==> config.mk <==
export PLATFORM = sky130hd
export DESIGN_NAME = nsp_frame_slip_encoder_unit
export DESIGN_NICKNAME = d
export VERILOG_FILES = /design/src/rtl/nfse_pkg.sv /design/src/rtl/nsp_frame_slip_encoder_unit.sv
export SDC_FILE = /design/constraint.sdc
export NUM_CORES = 1
export LEC_CHECK = 0
export ABC_AREA = 1
export CORE_MARGIN = 1.5
export CORE_UTILIZATION = 35
export DETAILED_ROUTE_END_ITERATION = 8
export DONT_BUFFER_PORTS = 1
export SYNTH_ARGS = -nofsm -noshare
export SYNTH_HDL_FRONTEND = slang
export SYNTH_SLANG_ARGS = --single-unit
==> constraint.sdc <==
create_clock -name clock -period 6.2 [get_ports clock]
set_input_delay 0.93 -clock clock [delete_from_list [all_inputs] [get_ports clock]]
set_output_delay 0.93 -clock clock [all_outputs]
set_load 0.005 [all_outputs]
==> src/rtl/nfse_pkg.sv <==
`timescale 1ns / 1ps

package nfse_pkg;

   // frame widths
   localparam int unsigned ADDR_W = 7;
   localparam int unsigned BYTE_W = 8;
   localparam int unsigned CRC_W  = 16;

   // crc-16, reflected form
   localparam logic [CRC_W-1:0] CRC_INIT = 16'hFFFF;
   localparam logic [CRC_W-1:0] CRC_POLY = 16'h8408;

   // slip codes
   localparam logic [BYTE_W-1:0] SLIP_END     = 8'hC0;
   localparam logic [BYTE_W-1:0] SLIP_ESC     = 8'hDB;
   localparam logic [BYTE_W-1:0] SLIP_ESC_END = 8'hDC;
   localparam logic [BYTE_W-1:0] SLIP_ESC_ESC = 8'hDD;

   // one byte into the crc, lsb first
   function automatic logic [CRC_W-1:0] crc_feed(input logic [CRC_W-1:0] crc,
                                                 input logic [BYTE_W-1:0] data);
      logic [CRC_W-1:0] c;
      logic             fb;
      c = crc;
      for (int i = 0; i < BYTE_W; i++) begin
         fb = c[0] ^ data[i];
         c  = {1'b0, c[CRC_W-1:1]};
         if (fb) begin
            c = c ^ CRC_POLY;
         end
      end
      return c;
   endfunction

endpackage

==> src/rtl/nsp_frame_slip_encoder_unit.sv <==
`timescale 1ns / 1ps

// an accepted item is held in the item register; its result bytes leave from the output register
// throughput: one result byte per cycle from the output register while rsp_tready
//   is high; an item holds the expander until it has made all its bytes (1 or 2,
//   up to 7 on the last byte of a frame), and the next item is taken as its last byte goes
// reset: synchronous, active high; crc returns to 0xFFFF and no frame is open
module nsp_frame_slip_encoder_unit
   import nfse_pkg::*;
(
   input  logic        clock,
   input  logic        reset,

   input  logic        req_tvalid,
   output logic        req_tready,
   input  logic [15:0] req_tdata,   // wheel_addr[6:0], msg_byte[14:7], zero pad[15]
   input  logic        req_tlast,   // last_byte

   output logic        rsp_tvalid,
   input  logic        rsp_tready,
   output logic [15:0] rsp_tdata,   // out_byte[7:0], target_addr[14:8], zero pad[15]
   output logic        rsp_tlast,   // run_end
   output logic        rsp_tuser    // frame_end
);

   typedef enum logic [1:0] {
      PH_MSG,
      PH_CRC_LO,
      PH_CRC_HI,
      PH_END
   } phase_type;

   // frame state
   logic [CRC_W-1:0]  crc_ff, crc_in;
   logic              in_frame_ff, in_frame_in;

   // item register
   logic              item_valid_ff;
   logic [ADDR_W-1:0] item_addr_ff;
   logic [BYTE_W-1:0] item_byte_ff;
   logic              item_last_ff;
   logic [CRC_W-1:0]  item_crc_ff;

   // expander position
   phase_type         phase_ff, phase_in;
   logic              second_ff, second_in;

   // output register
   logic              out_valid_ff;
   logic [BYTE_W-1:0] out_byte_ff;
   logic [ADDR_W-1:0] out_addr_ff;
   logic              out_run_end_ff;
   logic              out_frame_end_ff;

   logic [ADDR_W-1:0] req_addr;
   logic [BYTE_W-1:0] req_byte;
   logic [CRC_W-1:0]  crc_start;
   logic [CRC_W-1:0]  crc_after;
   logic              accept;
   logic              advance;
   logic [BYTE_W-1:0] cur_byte;
   logic              needs_esc;
   logic              byte_done;
   logic [BYTE_W-1:0] emit_byte;
   logic              emit_run_end;
   logic              emit_frame_end;

   assign req_addr = req_tdata[ADDR_W-1:0];
   assign req_byte = req_tdata[ADDR_W+BYTE_W-1:ADDR_W];

   // crc over destination (first item of a frame) and message byte
   always_comb begin
      crc_start = in_frame_ff ? crc_ff : crc_feed(crc_ff, {1'b0, req_addr});
      crc_after = crc_feed(crc_start, req_byte);
   end

   // pick the byte of the current phase and escape it
   always_comb begin
      case (phase_ff)
         PH_MSG:    cur_byte = item_byte_ff;
         PH_CRC_LO: cur_byte = item_crc_ff[BYTE_W-1:0];
         PH_CRC_HI: cur_byte = item_crc_ff[CRC_W-1:BYTE_W];
         PH_END:    cur_byte = SLIP_END;
         default:   cur_byte = SLIP_END;
      endcase
      needs_esc = (phase_ff != PH_END) && (cur_byte == SLIP_END || cur_byte == SLIP_ESC);
      if (phase_ff == PH_END) begin
         emit_byte = SLIP_END;
      end else if (second_ff) begin
         emit_byte = (cur_byte == SLIP_END) ? SLIP_ESC_END : SLIP_ESC_ESC;
      end else if (needs_esc) begin
         emit_byte = SLIP_ESC;
      end else begin
         emit_byte = cur_byte;
      end
      byte_done      = !needs_esc || second_ff;
      emit_frame_end = (phase_ff == PH_END);
      emit_run_end   = byte_done &&
                       ((phase_ff == PH_END) || (phase_ff == PH_MSG && !item_last_ff));
   end

   // handshake
   assign advance    = item_valid_ff && (!out_valid_ff || rsp_tready);
   assign req_tready = !item_valid_ff || (advance && emit_run_end);
   assign accept     = req_tvalid && req_tready;

   // next expander position and frame state
   always_comb begin
      phase_in    = phase_ff;
      second_in   = second_ff;
      crc_in      = crc_ff;
      in_frame_in = in_frame_ff;
      if (advance) begin
         if (emit_run_end) begin
            phase_in  = PH_MSG;
            second_in = 1'b0;
         end else if (!byte_done) begin
            second_in = 1'b1;
         end else begin
            second_in = 1'b0;
            case (phase_ff)
               PH_MSG:    phase_in = PH_CRC_LO;
               PH_CRC_LO: phase_in = PH_CRC_HI;
               PH_CRC_HI: phase_in = PH_END;
               default:   phase_in = PH_MSG;
            endcase
         end
      end
      if (accept) begin
         crc_in      = req_tlast ? CRC_INIT : crc_after;
         in_frame_in = !req_tlast;
      end
   end

   // registers
   always_ff @(posedge clock) begin
      if (reset) begin
         crc_ff        <= CRC_INIT;
         in_frame_ff   <= 1'b0;
         item_valid_ff <= 1'b0;
         phase_ff      <= PH_MSG;
         second_ff     <= 1'b0;
         out_valid_ff  <= 1'b0;
      end else begin
         crc_ff      <= crc_in;
         in_frame_ff <= in_frame_in;
         phase_ff    <= phase_in;
         second_ff   <= second_in;
         if (accept) begin
            item_valid_ff <= 1'b1;
            item_addr_ff  <= req_addr;
            item_byte_ff  <= req_byte;
            item_last_ff  <= req_tlast;
            item_crc_ff   <= crc_after;
         end else if (advance && emit_run_end) begin
            item_valid_ff <= 1'b0;
         end
         if (advance) begin
            out_valid_ff     <= 1'b1;
            out_byte_ff      <= emit_byte;
            out_addr_ff      <= item_addr_ff;
            out_run_end_ff   <= emit_run_end;
            out_frame_end_ff <= emit_frame_end;
         end else if (rsp_tready) begin
            out_valid_ff <= 1'b0;
         end
      end
   end

   // result port
   assign rsp_tvalid = out_valid_ff;
   assign rsp_tdata  = {1'b0, out_addr_ff, out_byte_ff};
   assign rsp_tlast  = out_run_end_ff;
   assign rsp_tuser  = out_frame_end_ff;

endmodule
# [Word level (Yosys, flattened, before mapping)]
# Index checks and enable logic that the tools add are counted.
[word_totals] inputBits=21 reg_bits=71 out_inout_bits=20 elab_cells=106
[classes] n_bitwise=32 reduce_logical=23 mux=31 n_eq_ne=6
[ops] operator="$mux 16" n=18
[ops] operator="$not 2->3" n=16
[ops] operator="$pmux 8 s4" n=1
[ops] operator="$eq 8x8->1 const B" n=2
[ops] operator="$mux 8" n=2
[ops] operator="$xor 1x1->1" n=15
[ops] operator="$mux 1" n=7
[ops] operator="$logic_and 1x1->1" n=6
[ops] operator="$pmux 2 s3" n=1
[ops] operator="$reduce_and 2->1" n=3
[ops] operator="$reduce_bool 2->1" n=3
[ops] operator="$logic_not 1->1" n=5
[ops] operator="$logic_or 1x1->1" n=5
[ops] operator="$eq 2x2->1 const B" n=2
[ops] operator="$mux 2" n=2
[ops] operator="$eq 2x1->1 const B" n=1
[ops] operator="$logic_not 2->1" n=1
[ops] operator="$ne 2x2->1 const B" n=1
[ops] operator="$not 1->1" n=1

# [Longest topological paths before layout]
[logic_depth] ltp_word=34 ltp_mapped=21 ltp_nobuf=19

# [Worst setup path after synthesis]
# No wires, ideal clock.
[synth_path] path_type="flip-flop to flip-flop" from="register phase_ff[0]" to="register item_addr_ff[0] (enable)" t_arrival_ps=3111 setup_ps=421 path_stages_with_launch=18 slack_ps=2668 path_cell_list="dfxtp_1 > inv_1 > ha_1 > inv_2 > buf_6 > nand2_1 > nand2_1 > inv_1 > nand2_1 > nor2_2 > nand2_2 > nand2_4 > nand2_4 > nand3_2 > nand2_4 > nand2_4 > buf_4 > nor2_1"
[synth_between] elab_chain_len=12 elab_cells_between_ends=19 classes_between="eq/ne (6); mux (1); reduce/logical (12)"
[synth_lines] item="start, declared" line_no="nsp_frame_slip_encoder_unit.sv:45" source="phase_type phase_ff, phase_in;"
[synth_lines] item="start signal, assigned" line_no="nsp_frame_slip_encoder_unit.sv:147" source="phase_ff <= phase_in;"
[synth_lines] item="$eq 2x2->1 (tied with other cells)" line_no="nsp_frame_slip_encoder_unit.sv:79, nsp_frame_slip_encoder_unit.sv:99"
[synth_lines] item="$pmux 8 s4" line_no="nsp_frame_slip_encoder_unit.sv:79" source="case (phase_ff)"
[synth_lines] item="$eq 8x8->1" line_no="nsp_frame_slip_encoder_unit.sv:86" source="needs_esc = (phase_ff != PH_END) && (cur_byte == SLIP_END || cur_byte == SLIP_ESC);"
[synth_lines] item="$logic_or 1x1->1" line_no="nsp_frame_slip_encoder_unit.sv:86"
[synth_lines] item="$logic_and 1x1->1" line_no="nsp_frame_slip_encoder_unit.sv:86"
[synth_lines] item="$logic_not 1->1" line_no="nsp_frame_slip_encoder_unit.sv:96" source="byte_done = !needs_esc || second_ff;"
[synth_lines] item="$logic_or 1x1->1" line_no="nsp_frame_slip_encoder_unit.sv:96"
[synth_lines] item="$logic_and 1x1->1 (*)" line_no="nsp_frame_slip_encoder_unit.sv:98" source="emit_run_end = byte_done &&"
[synth_lines] item="$logic_and 1x1->1 (*)" line_no="nsp_frame_slip_encoder_unit.sv:104" source="assign req_tready = !item_valid_ff || (advance && emit_run_end);"
[synth_lines] item="$logic_or 1x1->1 (*)" line_no="nsp_frame_slip_encoder_unit.sv:104"
[synth_lines] item="net req_tready" line_no="nsp_frame_slip_encoder_unit.sv:15" source="output logic req_tready,"
[synth_lines] item="$logic_and 1x1->1 (*)" line_no="nsp_frame_slip_encoder_unit.sv:105" source="assign accept = req_tvalid && req_tready;"
[synth_lines] item="$reduce_and 2->1 (no line) (*)"
[synth_lines] item="end signal, assigned" line_no="nsp_frame_slip_encoder_unit.sv:151" source="item_addr_ff <= req_addr;"
[synth_lines] item="end, declared" line_no="nsp_frame_slip_encoder_unit.sv:39" source="logic [ADDR_W-1:0] item_addr_ff;"
# Mark *: on every way through the listed nets, which the timed path passes. The rest lies on a longest branch.
# A chain may end at the register's enable or synchronous reset.

# [Worst setup path in the final report]
[layout_path] from="register phase_ff[1]" to="output port req_tready"
[layout_between] elab_chain_len=10 elab_cells_between_ends=17 classes_between="eq/ne (6); mux (1); reduce/logical (10)"
[layout_lines] item="$eq 2x2->1 (tied with other cells)" line_no="nsp_frame_slip_encoder_unit.sv:79, nsp_frame_slip_encoder_unit.sv:99"
[layout_lines] item="$pmux 8 s4" line_no="nsp_frame_slip_encoder_unit.sv:79"
[layout_lines] item="$eq 8x8->1" line_no="nsp_frame_slip_encoder_unit.sv:86"
[layout_lines] item="$logic_or 1x1->1" line_no="nsp_frame_slip_encoder_unit.sv:86"
[layout_lines] item="$logic_and 1x1->1" line_no="nsp_frame_slip_encoder_unit.sv:86"
[layout_lines] item="$logic_not 1->1" line_no="nsp_frame_slip_encoder_unit.sv:96"
[layout_lines] item="$logic_or 1x1->1" line_no="nsp_frame_slip_encoder_unit.sv:96"
[layout_lines] item="$logic_and 1x1->1 (*)" line_no="nsp_frame_slip_encoder_unit.sv:98"
[layout_lines] item="$logic_and 1x1->1 (*)" line_no="nsp_frame_slip_encoder_unit.sv:104"
[layout_lines] item="$logic_or 1x1->1 (*)" line_no="nsp_frame_slip_encoder_unit.sv:104"
[layout_lines] item="end, declared" line_no="nsp_frame_slip_encoder_unit.sv:15"
# Mark *: on every way between the ends. The rest lies on a longest branch, timed or not.

==> reports/results.ini <==
[die]
dieArea_um2 = 11800
num_io_pins = 41
core-area_um2 = 10900
rows = 38
dieHeight_um = 109
die-width_um = 109
initial_core_util = 0.359

[clock_tree]
hold_buffers = 0
cts.sinks = 71
clk_latency_ns = 0.36
numCtsBuffers = 9
cts.clk_slew.worst_paths_ns = 0.08
post_cts_buffers = 0
cts_resized = 0
cts.htree.levels = 3
clockBufferDepth = 2
cts_tree = built
cts.root.buffer_cell = clkbuf_8

[timing]
slew_headroom = 0.361
worst_slew_pin_slew_ns = 0.958
worst_slack_ns = 3.03
final_hold_viol_count = 0
hold_slack_ns = 0.423
report.final.slew_viol_count = 0
setup_tns_ns = 0
setup_viol = 0
min_period_ns = 3.17
rsz0062_at_grt = no
fin_skew_ns = 0.0113
period_share = 0.511
max_freq_mhz = 316

[placement]
port_buffers = 0
place_congestion = 0.874
hpwl_um = 6340
place_ws_ns = 3.25
placed_area_um2 = 4010

[power_and_ir_drop]
power_density_nw_per_um2 = 313
power_frac_comb = 0.235
clockPowerShare = 0.325
irDropWorstVdd_uv = 119
p_leak_nw = 2.06
p_int_mw = 0.892
p_sw_mw = 0.434
swShare = 0.327
p_seq_frac = 0.441

[synth]
yosysTopAreaCell = edfxtp_1
synth_ff_type = edfxtp_1
avgSynthCellArea_um2 = 7.63
synth_commonest_cells = nand2_1 (216), nand3_1 (75), inv_1 (61)
synth_edf_count = 49
yosysWarnings = 0
syn_inst = 512
synth_area_um2 = 3910
synth_fp_nets = 537
seq_area_frac_synth = 0.489
yosys-top-cells-area = edfxtp_1 (38%), nand2_1 (21%), dfxtp_1 (11%), nand3_1 (9.6%), inv_1 (5.9%)
ys_seq_elements = 71
synth_most_common_cell = nand2_1
synth_top_area_frac = 0.376
yosysUniqueCellTypes = 33
async_flop_share = 0

[critical_path]
crit_type = reg -> out
path_common_cell = nand2_4
cp-end-kind = output port
reg2reg_slack_ns = 3.28
critPathMaxStageDelay_ns = 0.34
crit_slowest_cell = dfxtp_1
worstSetupStartpointType = flip-flop
crit_chain = inv_1 -> ha_1 -> inv_2 -> or2_0 -> nand2_1 -> nand2_1 -> nor2_1 -> nand2_2 -> nand2_4 -> nand2_4 -> nand3_2 -> nand2_4
arrival_ns = 2.24
crit_buf_inv = 2
required_ns = 5.27
path_delay_family = simple AND/OR/NAND/NOR gates
cp_max_fo = 14

[final_layout]
syn2layout_area_growth_pct = 8.39
drive_gt1_frac = 0.0736
final_util = 0.389
fin_nets = 536
fin_area_um2 = 4240
n_antenna_cell = 0
nFillCells = 1082

[run]
cap_violations = 0

[routing]
wl_per_cell_um = 13.1
drt_first_pass_iters = 4
vias = 3144
routed_wl_um = 8610
viasPerCell = 4.79
drc_errors = 0
drtAntennaViolNets = 0
drt-initial-drc-count = 250

[grt]
track_usage = 0.160
grt.overflow.total = 0
antenna_found_initial = 0
grt_pass1_wl_um = 14200
grt_max_degree = 31
grt_pass1_vias = 2948

[worst_hold_path]
holdCritPathClass = reg -> reg

[run_status]
status = complete, no violations

==> through the flow <==
| stage | power, mW | std cells |
|---|---|---|
| after floorplan | 0.842 | 512 |
| after global placement | 0.899 | 640 |
| after detailed placement | 0.905 | 640 |
| after CTS | 1.34 | 656 |
| after global routing | 1.41 | 656 |
| final | 1.33 | 656 |
==> worst reg2reg max path, stage by stage (launching register included) <==
cell and delay (ns):
dfxtp_1 0.34, inv_1 0.10, ha_1 0.29, inv_2 0.16, or2_0 0.22, nand2_1 0.09
inv_1 0.04, nand2_1 0.07, nor2_1 0.05, nand2_2 0.09, nand2_4 0.08, nand2_4 0.08
nand3_2 0.08, nand2_4 0.11, nand2_4 0.18, nor2_2 0.20, buf_4 0.38
==> cell families (layout without fill, tap and decap cells) <==
| logic type | count (synthesis) | count (layout) | synth area share |
|---|---|---|---|
| compound gates | 36 | 36 | 0.0560 |
| xor+xnor | 5 | 5 | 0.0112 |
| fa+ha+maj | 4 | 4 | 0.0128 |
| buf+inv | 77 | 81 | 0.0835 |
| flops | 71 | 71 | 0.489 |
| other cells | 1 | 1 | 0.000959 |
| simple gates | 318 | 318 | 0.346 |
==> metal layers <==
| layer | track usage | share of wire | vias to the layer above |
|---|---|---|---|
| li1 | - | - | 1642 |
| met1 | 0.203 | 0.46 | 1416 |
| met2 | 0.250 | 0.45 | 70 |
| met3 | 0.0317 | 0.055 | 16 |
| met4 | 0.0968 | 0.033 | 0 |
| met5 | 0 | 0 | - |
==> state kept, by name (all words and copies together), names as in the netlist <==
signal,cells
crc_ff,16
item_crc_ff,16
item_byte_ff,8
out_byte_ff,8
item_addr_ff,7
out_addr_ff,7
phase_ff,2
in_frame_ff,1
item_last_ff,1
item_valid_ff,1
rsp_tlast,1
rsp_tuser,1
rsp_tvalid,1
second_ff,1
==> cell usage in the layout, fill, tap and decap left out, types with 5 or more instances in the layout <==
cell | netlist | routed
edfxtp_1 | 49 | 49
nand3_1 | 75 | 75
nor2_1 | 10 | 8
o21ai_0 | 19 | 19
nand2_1 | 216 | 216
inv_1 | 61 | 61
xor2_1 | 5 | 5
dfxtp_1 | 22 | 22
a21oi_1 | 5 | 5
clkbuf_8 | 0 | 9
==> power groups by stage <==
stage	logic (mW)	clock network, mW	registers (mW)
CTS	0.311	0.445	0.584
floorplan	0.254	0	0.588
detailed placement	0.310	0	0.595
global placement	0.304	0	0.595
finish	0.311	0.430	0.584
global route	0.361	0.460	0.590
==> area by class of cell <==
cell class / count / area, µm² / share of cell area
Clock inverter: 7 / 103 / 0.0242
Inverter: 64 / 240 / 0.0567
Sequential cell: 71 / 1910 / 0.451
Clock buffer: 9 / 124 / 0.0292
Tap cell: 140 / 175 / 0.0413
Timing Repair Buffer: 1 / 7.51 / 0.00177
Multi-Input combinational cell: 364 / 1680 / 0.395
==> path summary, 6_finish.rpt <==
path	from	to	cells after the start
setup reg to reg	phase_ff[1]$_SDFFE_PP0P_	item_byte_ff[6]$_DFFE_PP_	16
hold reg to reg	item_addr_ff[6]$_DFFE_PP_	out_addr_ff[6]$_DFFE_PP_	0
setup / recovery	phase_ff[1]$_SDFFE_PP0P_	req_tready	12
hold / removal	item_addr_ff[6]$_DFFE_PP_	out_addr_ff[6]$_DFFE_PP_	0
Power figures use the tool's default switching activity.
